### config.mk
export PLATFORM = sky130hd
export DESIGN_NAME = bresenham_two_axis_stepper_driver_top
export DESIGN_NICKNAME = d
export VERILOG_FILES = /design/src/bstp_pkg.sv /design/src/bstp_core.sv /design/src/bresenham_two_axis_stepper_driver_top.sv
export SDC_FILE = /design/constraint.sdc
export NUM_CORES = 1
export LEC_CHECK = 0
export ABC_AREA = 1
export BUFFER_PORTS_ARGS = -buffer_cell sky130_fd_sc_hd__buf_4
export CAP_MARGIN = 20
export CORE_ASPECT_RATIO = 1.5
export CORE_UTILIZATION = 30
export DETAILED_ROUTE_END_ITERATION = 10
export MAX_ROUTING_LAYER = met4
export SLEW_MARGIN = 40
export SYNTH_ARGS = -nofsm -noshare
export SYNTH_HDL_FRONTEND = slang
export SYNTH_SLANG_ARGS = --single-unit
### constraint.sdc
create_clock -name clk -period 9.6 [get_ports clk]
set_clock_uncertainty 0.2 [all_clocks]
set_input_delay 2.88 -clock clk [delete_from_list [all_inputs] [get_ports clk]]
set_output_delay 2.88 -clock clk [all_outputs]
set_load 0.1 [all_outputs]
### src/bstp_pkg.sv
// Shared types, constants and phase table for the two-axis stepper driver.
package bstp_pkg;

  localparam int POS_W  = 16;
  localparam int SPAN_W = POS_W + 1;
  localparam int ERR_W  = POS_W + 2;
  localparam int DRV_W  = 4;
  localparam int IDLE_W = 8;

  localparam logic [IDLE_W-1:0] IDLE_RELOAD_RST = 8'd127;

  localparam int IN_TDATA_W  = 32;
  localparam int IN_TUSER_W  = 2;
  localparam int OUT_TDATA_W = 48;

  typedef enum logic [1:0] {
    KIND_GOTO  = 2'd0,
    KIND_STEP  = 2'd1,
    KIND_TIMER = 2'd2,
    KIND_ZERO  = 2'd3
  } kind_t;

  // One result item
  typedef struct packed {
    logic [DRV_W-1:0] x_drive;
    logic [DRV_W-1:0] y_drive;
    logic [POS_W-1:0] pos_x;
    logic [POS_W-1:0] pos_y;
    logic             busy_res;
    logic             energized;
  } result_t;

  // Bridge pin pattern for one full-step phase: bit0 A+, bit1 A-, bit2 B+, bit3 B-
  function automatic logic [DRV_W-1:0] phase_pins(input logic [1:0] phase);
    logic [DRV_W-1:0] pins;
    unique case (phase)
      2'd0:    pins = 4'd9;
      2'd1:    pins = 4'd5;
      2'd2:    pins = 4'd6;
      default: pins = 4'd10;
    endcase
    return pins;
  endfunction

endpackage

### src/bstp_core.sv
// Motion state, Bresenham iteration and idle timeout for the stepper driver.
module bstp_core (
  input  logic                          clk,
  input  logic                          rst_n,
  input  logic                          cfg_wr_en,
  input  logic [bstp_pkg::IDLE_W-1:0]   cfg_wr_data,
  input  logic                          req_en,
  input  bstp_pkg::kind_t               req_kind,
  input  logic [bstp_pkg::POS_W-1:0]    req_target_x,
  input  logic [bstp_pkg::POS_W-1:0]    req_target_y,
  output bstp_pkg::result_t             res_nxt
);
  import bstp_pkg::*;

  logic [IDLE_W-1:0]        idle_reload_r;
  logic [POS_W-1:0]         pos_x_r, pos_x_nxt, pos_y_r, pos_y_nxt;
  logic [POS_W-1:0]         goal_x_r, goal_x_nxt, goal_y_r, goal_y_nxt;
  logic [SPAN_W-1:0]        span_x_r, span_x_nxt, span_y_r, span_y_nxt;
  logic                     dir_x_r, dir_x_nxt, dir_y_r, dir_y_nxt;
  logic signed [ERR_W-1:0]  err_r, err_nxt;
  logic                     moving_r, moving_nxt;
  logic [1:0]               phase_x_r, phase_x_nxt, phase_y_r, phase_y_nxt;
  logic                     drv_x_r, drv_x_nxt, drv_y_r, drv_y_nxt;
  logic [IDLE_W-1:0]        idle_cnt_r, idle_cnt_nxt;
  logic                     armed_r, armed_nxt;

  logic signed [SPAN_W-1:0] diff_x, diff_y;
  logic [SPAN_W-1:0]        gspan_x, gspan_y;
  logic signed [ERR_W:0]    err_ext, sx_ext, sy_ext;
  logic                     step_x, step_y;
  logic signed [ERR_W:0]    err_sum;

  // Line setup from the current position to the new target
  always_comb begin
    diff_x  = SPAN_W'($signed(req_target_x)) - SPAN_W'($signed(pos_x_r));
    diff_y  = SPAN_W'($signed(req_target_y)) - SPAN_W'($signed(pos_y_r));
    gspan_x = diff_x[SPAN_W-1] ? SPAN_W'(-diff_x) : SPAN_W'(diff_x);
    gspan_y = diff_y[SPAN_W-1] ? SPAN_W'(-diff_y) : SPAN_W'(diff_y);
  end

  // One Bresenham iteration: decide which axes step and update the error
  always_comb begin
    err_ext = (ERR_W+1)'(err_r);
    sx_ext  = $signed({2'b00, span_x_r});
    sy_ext  = $signed({2'b00, span_y_r});
    step_x  = (err_ext + sx_ext) > 0;
    step_y  = err_ext < sy_ext;
    err_sum = err_ext - (step_y ? (ERR_W+1)'(0) : (ERR_W+1)'(0))
              - (step_x ? sy_ext : (ERR_W+1)'(0))
              + (step_y ? sx_ext : (ERR_W+1)'(0));
  end

  // Next state for the request
  always_comb begin
    pos_x_nxt    = pos_x_r;
    pos_y_nxt    = pos_y_r;
    goal_x_nxt   = goal_x_r;
    goal_y_nxt   = goal_y_r;
    span_x_nxt   = span_x_r;
    span_y_nxt   = span_y_r;
    dir_x_nxt    = dir_x_r;
    dir_y_nxt    = dir_y_r;
    err_nxt      = err_r;
    moving_nxt   = moving_r;
    phase_x_nxt  = phase_x_r;
    phase_y_nxt  = phase_y_r;
    drv_x_nxt    = drv_x_r;
    drv_y_nxt    = drv_y_r;
    idle_cnt_nxt = idle_cnt_r;
    armed_nxt    = armed_r;
    unique case (req_kind)
      KIND_GOTO: begin
        goal_x_nxt = req_target_x;
        goal_y_nxt = req_target_y;
        span_x_nxt = gspan_x;
        span_y_nxt = gspan_y;
        dir_x_nxt  = !($signed(pos_x_r) < $signed(req_target_x));
        dir_y_nxt  = !($signed(pos_y_r) < $signed(req_target_y));
        err_nxt    = (gspan_x > gspan_y) ? $signed(ERR_W'(gspan_x >> 1))
                                         : -$signed(ERR_W'(gspan_y >> 1));
        moving_nxt = (pos_x_r != req_target_x) || (pos_y_r != req_target_y);
      end
      KIND_STEP: begin
        if (moving_r) begin
          err_nxt = ERR_W'(err_sum);
          if (step_x) begin
            pos_x_nxt   = dir_x_r ? pos_x_r - 1'b1 : pos_x_r + 1'b1;
            phase_x_nxt = dir_x_r ? phase_x_r + 1'b1 : phase_x_r - 1'b1;
            drv_x_nxt   = 1'b1;
          end
          if (step_y) begin
            pos_y_nxt   = dir_y_r ? pos_y_r - 1'b1 : pos_y_r + 1'b1;
            phase_y_nxt = dir_y_r ? phase_y_r + 1'b1 : phase_y_r - 1'b1;
            drv_y_nxt   = 1'b1;
          end
          if (step_x || step_y) begin
            idle_cnt_nxt = idle_reload_r;
            armed_nxt    = 1'b1;
          end
          if ((pos_x_nxt == goal_x_r) && (pos_y_nxt == goal_y_r)) begin
            moving_nxt = 1'b0;
          end
        end
      end
      KIND_TIMER: begin
        if (armed_r) begin
          if (idle_cnt_r != '0) begin
            idle_cnt_nxt = idle_cnt_r - 1'b1;
          end else begin
            armed_nxt   = 1'b0;
            drv_x_nxt   = 1'b0;
            drv_y_nxt   = 1'b0;
            phase_x_nxt = 2'd0;
            phase_y_nxt = 2'd0;
          end
        end
      end
      default: begin
        pos_x_nxt  = '0;
        pos_y_nxt  = '0;
        moving_nxt = 1'b0;
      end
    endcase
  end

  // Result seen after the request takes effect
  always_comb begin
    res_nxt.x_drive   = drv_x_nxt ? phase_pins(phase_x_nxt) : '0;
    res_nxt.y_drive   = drv_y_nxt ? phase_pins(phase_y_nxt) : '0;
    res_nxt.pos_x     = pos_x_nxt;
    res_nxt.pos_y     = pos_y_nxt;
    res_nxt.busy_res  = moving_nxt;
    res_nxt.energized = drv_x_nxt | drv_y_nxt;
  end

  // Hold the idle reload register
  always_ff @(posedge clk) begin
    if (!rst_n) begin
      idle_reload_r <= IDLE_RELOAD_RST;
    end else if (cfg_wr_en) begin
      idle_reload_r <= cfg_wr_data;
    end
  end

  // Advance motion state on each accepted request
  always_ff @(posedge clk) begin
    if (!rst_n) begin
      pos_x_r    <= '0;
      pos_y_r    <= '0;
      goal_x_r   <= '0;
      goal_y_r   <= '0;
      span_x_r   <= '0;
      span_y_r   <= '0;
      dir_x_r    <= 1'b0;
      dir_y_r    <= 1'b0;
      err_r      <= '0;
      moving_r   <= 1'b0;
      phase_x_r  <= 2'd0;
      phase_y_r  <= 2'd0;
      drv_x_r    <= 1'b0;
      drv_y_r    <= 1'b0;
      idle_cnt_r <= '0;
      armed_r    <= 1'b0;
    end else if (req_en) begin
      pos_x_r    <= pos_x_nxt;
      pos_y_r    <= pos_y_nxt;
      goal_x_r   <= goal_x_nxt;
      goal_y_r   <= goal_y_nxt;
      span_x_r   <= span_x_nxt;
      span_y_r   <= span_y_nxt;
      dir_x_r    <= dir_x_nxt;
      dir_y_r    <= dir_y_nxt;
      err_r      <= err_nxt;
      moving_r   <= moving_nxt;
      phase_x_r  <= phase_x_nxt;
      phase_y_r  <= phase_y_nxt;
      drv_x_r    <= drv_x_nxt;
      drv_y_r    <= drv_y_nxt;
      idle_cnt_r <= idle_cnt_nxt;
      armed_r    <= armed_nxt;
    end
  end

endmodule

### src/bresenham_two_axis_stepper_driver_top.sv
// Top level of the two-axis Bresenham stepper driver with output register.
//
//  channel   dir  handshake            payload
//  in_*      in   tvalid/tready        tuser: kind; tdata: target_x, target_y
//  out_*     out  tvalid/tready        tdata: drives, positions, busy, energized
//  cfg_*     in   wr_en (no wait)      wr_data: idle_reload
//
// One request is accepted per cycle unless the output stalls; its result appears
// in the output register the following cycle. The input is ready whenever the output
// register is empty or being drained, so a stalled consumer holds the result and
// blocks new input. Reset (rst_n low, synchronous) clears positions, motion, phases
// and timeout, and sets idle_reload to 127.
module bresenham_two_axis_stepper_driver_top (
  input  logic                                clk,
  input  logic                                rst_n,
  input  logic                                in_tvalid,
  output logic                                in_tready,
  input  logic [bstp_pkg::IN_TDATA_W-1:0]     in_tdata,  // target_x, target_y
  input  logic [bstp_pkg::IN_TUSER_W-1:0]     in_tuser,  // kind
  output logic                                out_tvalid,
  input  logic                                out_tready,
  // x_drive, y_drive, pos_x, pos_y, busy_res, energized, zero pad
  output logic [bstp_pkg::OUT_TDATA_W-1:0]    out_tdata,
  input  logic                                cfg_wr_en,
  input  logic [bstp_pkg::IDLE_W-1:0]         cfg_wr_data
);
  import bstp_pkg::*;

  logic     out_valid_r;
  result_t  res_r;
  result_t  res_nxt;
  logic     req_en;

  assign in_tready = !out_valid_r || out_tready;
  assign req_en    = in_tvalid && in_tready;

  bstp_core u_core (
    .clk          (clk),
    .rst_n        (rst_n),
    .cfg_wr_en    (cfg_wr_en),
    .cfg_wr_data  (cfg_wr_data),
    .req_en       (req_en),
    .req_kind     (kind_t'(in_tuser)),
    .req_target_x (in_tdata[POS_W-1:0]),
    .req_target_y (in_tdata[2*POS_W-1:POS_W]),
    .res_nxt      (res_nxt)
  );

  // Track whether the output register holds a result
  always_ff @(posedge clk) begin
    if (!rst_n) begin
      out_valid_r <= 1'b0;
    end else if (req_en) begin
      out_valid_r <= 1'b1;
    end else if (out_tready) begin
      out_valid_r <= 1'b0;
    end
  end

  // Capture the result of an accepted request
  always_ff @(posedge clk) begin
    if (req_en) begin
      res_r <= res_nxt;
    end
  end

  assign out_tvalid = out_valid_r;
  assign out_tdata  = {6'b0, res_r.energized, res_r.busy_res, res_r.pos_y, res_r.pos_x,
                       res_r.y_drive, res_r.x_drive};

endmodule
Word level (Yosys, flattened, before mapping)
Cells that the tools add are included.
{ "op_classes": {"n_eq_ne": 14, "order_cmp": 5, "bitwise_logic": 1, "reduce_logical": 20, "muxes": 58, "addsub": 17} }
{ "op_table": {"columns": ["op", "count"], "rows": [
  ["2-to-1 mux 16 bit", 10],
  ["2-to-1 mux 17 bit", 4],
  ["one-hot mux 16 bit (2 select lines)", 2],
  ["2-to-1 mux 18 bit", 2],
  ["one-hot mux 18 bit (2 select lines)", 1],
  ["negator 17 bit", 2],
  ["subtractor 16 x 16 -> 17 bit", 2],
  ["adder 16 x 1 -> 16 bit (second input constant)", 2],
  ["== test 16 bit", 2],
  ["greater-than comparator 32 x 1 -> 1 bit (second input constant)", 1],
  ["< comparator 16 bit", 2],
  ["2-to-1 mux 8 bit", 4],
  ["inequality test 16 bit", 2],
  ["subtractor 16 x 1 -> 16 bit (second input constant)", 2],
  ["one-hot mux 4 bit (3 select lines)", 2],
  ["2-to-1 mux 2 bit", 10],
  ["adder 18 x 18 -> 19 bit", 1],
  ["adder 18 bit", 1],
  ["< comparator 18 bit", 1],
  ["negator 16 -> 18 bit", 1],
  ["subtractor 18 bit", 1],
  ["greater-than comparator 17 bit", 1],
  ["2-to-1 mux 1 bit", 16],
  ["one-hot mux 8 bit (2 select lines)", 1],
  ["other kinds (21)", 42]
]} }
{ "totals": {"elab_cells": 139, "inputBits": 47, "reg_bits": 185} }

Longest topological paths before layout
{ "logic_depth": {"ltp_word": 10, "depth_mapped": 41} }

Modules after synthesis
Synthesis repeated with hierarchy kept, for this count alone.
{ "unflattened": {"hier_cells": 2497, "hier_area_um2": 16383.2} }
{ "modules_own_cells": {"columns": ["mod", "seq_area_each_um2", "area_per_inst_um2", "cells_per_inst", "instances"], "rows": [
  ["bstp_core", 2842.7, 15021.9, 2441, 1],
  ["bresenham_two_axis_stepper_driver_top", 1281.2, 1361.3, 56, 1]
]} }

Worst setup path after synthesis
Ideal clock, no wire load.
{ "synth_path": {"path_type": "in2reg", "start": "input in_tdata[0] (netlist bit)", "end": "register u_core.err_r[5]", "required_ns": 9.285, "setup_time_ns": 0.115, "path_stages": 29, "slack_ns": 2.619, "arrival_time_ns": 6.665, "path_cell_list": "inv_1 > ha_1 > inv_1 > fa_1 > inv_1 > ha_1 > inv_1 > nor3_1 > inv_1 > nor3_1 > nand2_1 > nor2_1 > nand3_1 > nand2_1 > xor2_1 > ha_1 > a21oi_1 > nor2_1 > a211oi_1 > nor2_1 > a211oi_1 > o21ai_0 > nand2_1 > nor2_1 > clkbuf_1 > nand2_1 > o211ai_1 > o21ai_0 > inv_1"} }
{ "synth_between": {"elab_chain_len": 6} }
{ "synth_lines": {"columns": ["item", "line_no", "text"], "rows": [
  ["start: declaration", "bresenham_two_axis_stepper_driver_top.sv:18", "input logic [bstp_pkg::IN_TDATA_W-1:0] in_tdata,"],
  ["subtractor 16 x 16 -> 17 bit (*)", "bstp_core.sv:35", "diff_x = SPAN_W'($signed(req_target_x)) - SPAN_W'($signed(pos_x_r));"],
  ["negator 17 bit", "bstp_core.sv:37", "gspan_x = diff_x[SPAN_W-1] ? SPAN_W'(-diff_x) : SPAN_W'(diff_x);"],
  ["2-to-1 mux 17 bit (*)", "bstp_core.sv:37", null],
  ["net u_core.gspan_x[10]", "bstp_core.sv:28", "logic [SPAN_W-1:0] gspan_x, gspan_y;"],
  ["greater-than comparator 17 bit (*)", "bstp_core.sv:79", "err_nxt = (gspan_x > gspan_y) ? $signed(ERR_W'(gspan_x >> 1))"],
  ["2-to-1 mux 18 bit (*)", "bstp_core.sv:79", null],
  ["one-hot mux 18 bit (2 select lines) (*)", "bstp_core.sv:71", "unique case (req_kind)"],
  ["end signal: assignment", "bstp_core.sv:173", "err_r <= err_nxt;"],
  ["end: declaration", "bstp_core.sv:20", "logic signed [ERR_W-1:0] err_r, err_nxt;"]
]} }
The timed path passes the listed nets; every way through them passes the cells marked *.
A chain may end at the register's enable or synchronous reset.

Worst setup path in the final report
{ "layout_path": {"start": "input in_tdata[0] (netlist bit)", "end": "register u_core.err_r[1]"} }
The elaborated chain is that of the path after synthesis.

==> metrics.md <==
| Metric | Value |
|---|---|
| RSZ-0062 raised after global routing | `false` |
| Most common cell after layout, fill and taps aside | `nand2_1` |
| Final setup TNS | `0 ns` |
| Setup Viol. Count Final | `0` |
| Crit Path Category | `input port to flip-flop` |
| Fin. Hold Viols | `0` |
| Initial core utilization | `30.3%` |
| Multiplexer area fraction after synthesis | `0%` |
| Peak supply drop | `about 0.14 mV` |
| CTS Hold Bufs | `0` |
| Layout Cells excl Fill | `around 3300` |
| Fin crit share | `between 70 and 80%` |
| Sink Count | `185` |
| Post-synthesis cell type count | `59` |
| Compound-Gate Fraction of Synth Area | `17.8%` |
| Max Slew Vio Count | `0` |
| Clk root buf | `clkbuf_16` |
| Commonest non-fill, non-tap cells in the layout | `nand2_1 (565), inv_1 (418), a21oi_1 (223)` |
| Initial DRC count | `782` |
| PD cells | `roughly 170 nW/um2` |
| Reg clk slew, reported paths | `roughly 0.080 ns` |
| Die ar. | `56300 um2` |
| Dpl cells | `~3200` |
| Simple-gate share of the synthesized area | `a little over a quarter` |
| Worst path most repeated cell | `nand2_1` |
| Total CTS buffers | `17` |
| Comb pwr share | `between 40% and 50%` |
| Total number of vias | `16200` |
| Mapped Avg Cell Area | `6.58 um2` |
| Slew margin rel. | `between 50 and 60%` |
| Post-DP HPWL | `between 40 and 50 mm` |
| Final #Nets | `between 2000 and 3000` |
| Vert. Die Dim | `just under 300 um` |
| Post-CTS Resized | `0` |
| CP Capture Type | `flip-flop` |
| Worst-path fanout max | `13` |
| Synth Register Bits | `between 150 and 200` |
| GR Util All Layers | `19.0%` |
| Max capacitance violation total | `0` |
| Synth warnings | `0` |
| Fraction of layout cells with a size suffix above 1 | `7.94%` |
| Dominant cell type by area after synthesis | `dfxtp_1` |
| Synth Flop Type | `dfxtp_1` |
| Power Total | `approximately 3.2 mW` |
| I/O pin cnt | `97` |
| Max Fclk | `between 0.1 and 0.15 GHz` |
| Antenna-violating nets left | `0` |
| Data arrival, critical path | `7.81 ns` |
| H-Tree Depth | `4` |
| Max stage delay cell, worst path | `fa_1` |
| Core area | `around 55000 um2` |
| Setup repair bufs after CTS | `0` |
| Clock share of power | `between 20 and 25%` |
| Remaining global-route overflow | `0` |
| Wire length per cell | `approximately 16 um` |
| CP Launch Type | `input port` |
| Row cnt | `between 100 and 150` |
| Worst Path Required | `roughly 9.8 ns` |
| First-pass GRT wire length | `82.2 mm` |
| Clk_lat worst skew | `around 0.48 ns` |
| Sequential power share | `about 28%` |
| Status | `completed` |
| Synth Instances | `roughly 2500` |
| Synth Area in Adders | `13.7%` |
| PortBufs | `90` |
| Crit path largest cell delay | `about 0.4 ns` |
| Drt pass-1 iters | `6` |
| Actual slew at the worst max-slew pin | `about 0.69 ns` |
| Post-Synth XOR/XNOR Area | `5.41%` |
| CTS tree | `done` |
| Drt total wl | `51.7 mm` |
| Layout area overhead | `11.5%` |
| Sw frac | `a little under half` |
| Min-delay worst type | `flip-flop to flip-flop` |
| Routability cong. | `0.955` |
| Dominant cells by area after synthesis | `dfxtp_1 (17%), nand2_1 (13%), ha_1 (11%)` |
| Die X | `~190 um` |
| Main combinational cell family by area after synthesis | `simple AND/OR/NAND/NOR gates` |
| Leakage | `approximately 9.1 nW` |
| Largest net degree at the start of global routing | `87` |
| P_int | `between 1.5 and 2 mW` |
| Ant. Diodes | `0` |
| Antenna violations before repair | `0` |
| Tmin final | `7.62 ns` |
| Post-synthesis sequential area ratio | `24.9%` |
| Mapped cell area | `around 17000 um2` |
| Vias in the first global route | `about 16000` |
| Yosys top cell area share | `between 15 and 20%` |
| Fillers | `6080` |
| Switching power | `between 1.5 and 2 mW` |
| Clock Path Buffers | `2` |
| Via/cell ratio | `4.95` |
| Post-synth ARST share | `0%` |
| Number of synthesized flops with an enable pin | `42` |
| DRC | `0` |
stage by stage:
stage          area (um2)  hold WS (ns)  utilization, %  worst slack [ns]
2_1_floorplan       16600         0.224               -              2.62
3_3_place_gp        17900         0.244            32.7              1.32
3_5_place_dp        17900         0.254            32.8              1.49
4_1_cts             18500         0.275            33.8              2.00
5_1_grt             18500         0.294            33.8              1.34
6_report            18500         0.272            33.8              1.98
sequential cells by signal, summed over array words and instances (netlist names), 16 cells and up:
| signal | cells |
|---|---|
| u_core.err_r | 18 |
| u_core.goal_y_r | 16 |
| u_core.span_x_r | 17 |
| u_core.goal_x_r | 16 |
| u_core.pos_y_r | 16 |
| u_core.span_y_r | 17 |
| u_core.pos_x_r | 16 |
| out_tdata | 42 |
critical path, delay by kind of cell:
family / cells / cell delay, ns
AO/OA/AOI/OAI: 9 / 1.54
AND/OR/NAND/NOR: 9 / 1.31
buffers and inverters: 5 / 0.92
adder cells (fa/ha/maj): 3 / 0.84
XOR/XNOR: 1 / 0.32
cell usage after synthesis, drive strengths merged (9+ instances only):
| cell | number |
|---|---|
| nand2 | 584 |
| inv | 430 |
| a21oi | 228 |
| o21ai | 197 |
| nor2 | 193 |
| nand3 | 182 |
| ha | 147 |
| dfxtp | 143 |
| xor2 | 70 |
| clkbuf | 50 |
| edfxtp | 42 |
| nor3 | 28 |
| buf | 27 |
| xnor2 | 23 |
| fa | 22 |
| o22ai | 19 |
| nand4 | 18 |
| o211ai | 18 |
| a211oi | 16 |
| a31oi | 13 |
| o21bai | 13 |
| a21o | 9 |
area by class of cell:
cell class / count / area [um2] / area share [%]
clock buffers: 18 / 429 / 2.32
clock inverters: 14 / 148 / 0.798
inverters: 434 / 1630 / 8.83
multi-input cells: 1828 / 10500 / 56.8
flip-flops and latches: 185 / 4130 / 22.3
well taps: 695 / 870 / 4.70
repair buffers: 102 / 777 / 4.20
power by group through the flow:
stage | registers, mW | logic [mW] | clock network (mW)
finish | 0.895 | 1.57 | 0.727
global route | 0.902 | 1.75 | 0.767
CTS | 0.895 | 1.57 | 0.743
detailed placement | 0.912 | 1.56 | 0
global placement | 0.913 | 1.55 | 0
floorplan | 1.00 | 1.06 | 0
per-layer routing:
metal | global-route usage (%) | part of all wire, % | wire length [um]
met1 | 20.0 | 41 | 21000
met2 | 34.3 | 51 | 26500
met3 | 1.94 | 2.4 | 1260
met4 | 10.7 | 5.5 | 2840
met5 | - | 0 | 0
path summary, 6_finish.rpt:
check / start / endpoint / slack, ns / depth (start not counted)
max: in_tdata[0] / u_core.err_r[1] / 1.98 / 27
max reg2reg: u_core.span_x_r[0] / u_core.err_r[12] / 3.02 / 34
min: u_core.idle_reload_r[3] / u_core.idle_reload_r[3] / 0.27 / 2
min reg2reg: u_core.idle_reload_r[3] / u_core.idle_reload_r[3] / 0.27 / 2
kinds of logic after synthesis:
family                   after synthesis
AND/OR/NAND/NOR                     1024
adder cells (fa/ha/maj)              169
buffers and inverters                511
XOR/XNOR                              94
AO/OA/AOI/OAI                        535
other                                  1
flip-flops                           185
Power figures use the tool's default switching activity.
